**config.mk**
```make
export PLATFORM = sky130hd
export DESIGN_NAME = bcp_out_buf
export DESIGN_NICKNAME = d
export VERILOG_FILES = /design/src/rtl/core/bcp_pkg.sv /design/src/rtl/core/bcp_out_buf.sv
export SDC_FILE = /design/constraint.sdc
export NUM_CORES = 1
export LEC_CHECK = 0
export BUFFER_PORTS_ARGS = -buffer_cell sky130_fd_sc_hd__buf_2
export CAP_MARGIN = 20
export CORE_AREA = 2 2 120 122
export DETAILED_ROUTE_END_ITERATION = 7
export DIE_AREA = 0 0 122 124
export PLACE_DENSITY_LB_ADDON = 0.2
export SETUP_SLACK_MARGIN = 0.2
export SYNTH_ARGS = -nofsm -noshare
export SYNTH_HDL_FRONTEND = slang
export SYNTH_SLANG_ARGS = --single-unit
```
**constraint.sdc**
```tcl
create_clock -name clk -period 8.3 [get_ports clk]
set_clock_uncertainty 0.2 [all_clocks]
set_input_delay 1.66 -clock clk [delete_from_list [all_inputs] [get_ports clk]]
set_output_delay 1.66 -clock clk [all_outputs]
set_load 0.05 [all_outputs]
```
**src/rtl/core/bcp_pkg.sv**
```systemverilog
package bcp_pkg;

  // Default table depth (entries with nonzero size)
  localparam int TABLE_DEPTH_DEF = 128;

  // Header layout
  localparam logic [3:0]  HDR_MAGIC_POS   = 4'd3;
  localparam logic [3:0]  HDR_VERSION_POS = 4'd7;
  localparam logic [3:0]  HDR_COUNT_POS   = 4'd11;
  localparam logic [31:0] MAGIC_WORD      = 32'h5053_4249;  // "IBSP", little endian

  // Byte offsets inside one table entry
  localparam logic [2:0] ENT_ID_END   = 3'd3;
  localparam logic [2:0] ENT_SIZE_END = 3'd7;

  // Configuration register indexes and reset values
  localparam logic [0:0]  REG_EXPECTED_VERSION = 1'd0;
  localparam logic [0:0]  REG_LUMP_LIMIT       = 1'd1;
  localparam logic [31:0] EXPECTED_VERSION_RST = 32'd22;
  localparam logic [7:0]  LUMP_LIMIT_RST       = 8'd100;

  // Final status codes
  typedef logic [2:0] status_t;
  localparam status_t ST_OK        = 3'd0;
  localparam status_t ST_TOO_SMALL = 3'd1;
  localparam status_t ST_BAD_MAGIC = 3'd2;
  localparam status_t ST_BAD_VER   = 3'd3;
  localparam status_t ST_COUNT_BIG = 3'd4;
  localparam status_t ST_TBL_TRUNC = 3'd5;
  localparam status_t ST_LUMP_END  = 3'd6;
  localparam status_t ST_PAD_END   = 3'd7;

  typedef struct packed {
    logic [7:0] data_byte;
    logic       last_byte;
  } in_item_t;

  typedef struct packed {
    logic        lump_byte_valid;
    logic [7:0]  lump_byte;
    logic [6:0]  lump_index;
    logic [31:0] lump_id;
    logic        file_done;
    status_t     status;
  } out_item_t;

  // Size and table position, stored together
  typedef struct packed {
    logic [31:0] size;
    logic [6:0]  index;
  } size_rec_t;

  // One full directory entry
  typedef struct packed {
    logic [31:0] id;
    logic [31:0] size;
    logic [6:0]  index;
  } lump_rec_t;

  // Table write request from the parser
  typedef struct packed {
    logic        id_we;
    logic        rec_we;
    logic [31:0] id;
    logic [31:0] size;
    logic [6:0]  index;
  } tbl_wr_t;

endpackage

```
**src/rtl/core/bcp_out_buf.sv**
```systemverilog
module bcp_out_buf (
  input  logic                clk,
  input  logic                rst,
  input  logic                push,
  input  bcp_pkg::out_item_t  push_item,
  output logic                full,
  output logic                result_valid,
  input  logic                result_stall,
  output bcp_pkg::out_item_t  result_item
);
  import bcp_pkg::*;

  logic      main_valid;
  out_item_t main_item;
  logic      skid_valid;
  out_item_t skid_item;

  assign full         = skid_valid;
  assign result_valid = main_valid;
  assign result_item  = main_item;

  // output register plus one skid entry
  always_ff @(posedge clk) begin
    if (rst) begin
      main_valid <= 1'b0;
      skid_valid <= 1'b0;
    end else if (!main_valid || !result_stall) begin
      if (skid_valid) begin
        main_item  <= skid_item;
        main_valid <= 1'b1;
        skid_valid <= 1'b0;
      end else begin
        main_valid <= push;
        if (push) begin
          main_item <= push_item;
        end
      end
    end else if (push) begin
      skid_item  <= push_item;
      skid_valid <= 1'b1;
    end
  end

  a_skid_behind_main: assert property (@(posedge clk) disable iff (rst)
    skid_valid |-> main_valid)
    else $error("skid entry held without output entry");

  a_no_push_when_full: assert property (@(posedge clk) disable iff (rst)
    push |-> !skid_valid)
    else $error("item pushed into full output buffer");

endmodule

```
==> results.sh <==
export IMPL_grt_overflow=0
export IMPL_yosys_warnings=0
export IMPL_whs_path_depth=1
export IMPL_crit_fanout=39
export IMPL_hold_viol=0
export IMPL_synth_area_mux_share_pct=18.8
export IMPL_arrival_ns=3.30
export IMPL_synth_fa_ha_area_share_pct=0
export IMPL_required_ns=8.08
export IMPL_synth_top_family_by_area="multiplexers"
export IMPL_setup_violations=0
export IMPL_clk_latency_ns=0.34
export IMPL_synthSimpleGateAreaFrac_pct=0.551
export IMPL_max_slew_margin_pct=33.8
export IMPL_wl_per_cell_um=14.3
export IMPL_cts_resized=0
export IMPL_netlist_instances=170
export IMPL_worstHoldStart="skid_item[27]"
export IMPL_final_nets=343
export IMPL_maxSlewViolCount=0
export IMPL_synth_seq_cells=106
export IMPL_cts_root_buf="clkbuf_16"
export IMPL_utilization_pct=36.8
export IMPL_tightestPinTransition_ns=0.988
export IMPL_wl_mm=6.72
export IMPL_ant_nets=0
export IMPL_grt_pass1_vias=1920
export IMPL_vias_per_cell=4.03
export IMPL_power_mw=1.12
export IMPL_p_leak_nw=1.91
export IMPL_numCtsBuffers=9
export IMPL_drt_pass1_iterations=4
export IMPL_drcViolationCount=0
export IMPL_rows=43
export IMPL_cts_setup_buffers=0
export IMPL_max_freq_mhz=284
export IMPL_core_area_mm2=0.0137
export IMPL_drtIter0Drc=72
export IMPL_area_delta_synth_final_pct=23.8
export IMPL_fin_area_mm2=0.00505
export IMPL_reg2reg_from="result_valid"
export IMPL_whs_endpoint="result_item[27]"
export IMPL_routed_via_count=1892
export IMPL_endpoint_kind="register"
export IMPL_reg2reg_to="skid_item[42]"
export IMPL_rsz0062_at_grt="false"
export IMPL_powerDensity_mw_per_mm2=222
export IMPL_dieArea_mm2=0.0151
export IMPL_drive_above_1_share_pct=62.1
export IMPL_hold_path_class="reg2reg"
export IMPL_grt_first_pass_wirelength_mm=10.3
export IMPL_start_kind="input pin"
export IMPL_timing_final_ws_setup_ns=4.78
export IMPL_pre_cts_slack_ns=4.37
export IMPL_synth_compound_area_share_pct=0.429
export IMPL_ios=110
export IMPL_clkTransAtPathRegs_ns=0.06
export IMPL_cts_hold_buf=0
export IMPL_placed_cell_area_mm2=0.00478
export IMPL_fin_crit_ns=3.52
export IMPL_globalplace_congestion=0.646
export IMPL_cts_tree="built"
export IMPL_netlist_cell_type_count=12
export IMPL_ys_seq_area_share_pct=77.5
export IMPL_grt_max_degree=53
export IMPL_diodes=0
export IMPL_start_util_pct=29.8
export IMPL_grt_usage_pct=9.53
export IMPL_synth_avg_cell_area_um2=24.0
export IMPL_clock_sinks=106
export IMPL_tns_ns=0
export IMPL_htree_levels=3
export IMPL_io_buffers=109
export IMPL_r2r_slack_ns=5.79
export IMPL_status="finished, final reports clean"
export IMPL_crit_type="in2reg"
export IMPL_max_cap_violations=0
export IMPL_clockBufferDepth=2
export IMPL_vdd_drop_max_mv=0.123
export IMPL_die_h_um=124
export IMPL_synthXorXnorAreaFrac_pct=0
export IMPL_period_share_pct=42.4
export IMPL_reg2reg_depth=3
export IMPL_die_width_um=122
export IMPL_antenna_found_initial=0
export IMPL_syn_area_mm2=0.00408
export IMPL_synthesis_nets=226
[synthesized netlist by cell type, drive strengths merged]
library cell	n	area, um^2
dfxtp	2	40.0
buf	6	111
nor3	1	5.00
nor3b	1	7.51
nor2	1	6.26
mux2	52	769
a211oi	1	12.5
nand2	1	3.75
a21oi	1	5.00
edfxtp	104	3120
[through the flow]
step                instances  hold WS (ns)
CTS                       470         0.346
detailed placement        456         0.331
floorplan                 170         0.323
global placement          456         0.329
finish                    470         0.346
global route              470         0.364
[cell type report]
type	count	area (um^2)
Fill cell	1316	8660
Sequential cell	106	3170
Multi-Input combinational cell	58	822
Timing Repair Buffer	112	568
Clock buffer	9	225
Tap cell	180	225
Clock inverter	5	47.5
[power by group]
part	internal, mW	leakage [nW]	switching (mW)
clock network	0.227	0.136	0.174
registers	0.607	0.973	0.00573
logic	0.0387	0.805	0.0674
[state kept, by name, indices dropped and copies added, names as in the netlist]
signal,cells
skid_item,52
full,1
result_item,52
result_valid,1
[routing by layer]
| metal | up-vias | track usage (%) | wire length (um) |
|---|---|---|---|
| li1 | 908 | - | - |
| met1 | 896 | 12.3 | 3050 |
| met2 | 77 | 13.7 | 3000 |
| met3 | 11 | 3.16 | 490 |
| met4 | 0 | 6.25 | 180 |
| met5 | - | 0 | 0 |
[how the worst max path moves through the flow]
stage,startpoint,to,slack [ns]
2_1_floorplan,result_stall,skid_item[0],1.96
6_report,result_stall,skid_item[42],4.78
5_1_grt,result_stall,skid_item[23],4.60
4_1_cts,result_stall,skid_item[23],4.73
3_3_place_gp,result_stall,skid_item[6],4.38
3_5_place_dp,result_stall,skid_item[7],4.37
[cell usage in the layout, fill, tap and decap left out]
| cell type | count |
|---|---|
| mux2_4 | 49 |
| dfxtp_1 | 1 |
| nor2_2 | 1 |
| clkbuf_16 | 9 |
| bufinv_16 | 1 |
| nand2_1 | 1 |
| clkinv_2 | 2 |
| clkinv_1 | 2 |
| a21oi_1 | 1 |
| edfxtp_1 | 104 |
| mux2_2 | 3 |
| buf_4 | 3 |
| dfxtp_4 | 1 |
| a211oi_4 | 1 |
| buf_2 | 109 |
| nor3b_2 | 1 |
| nor3_1 | 1 |
[critical path, cell delays in order]
cell,delay [ns]
buf_2,0.12
nand2_1,0.10
nor3b_2,0.81
buf_4,0.57
[logic make-up after synthesis]
logic type | Yosys count
AO/OA/AOI/OAI | 2
buffers and inverters | 6
flip-flops | 106
multiplexers | 52
AND/OR/NAND/NOR | 4
No activity file was read; power rests on OpenSTA's default activity.
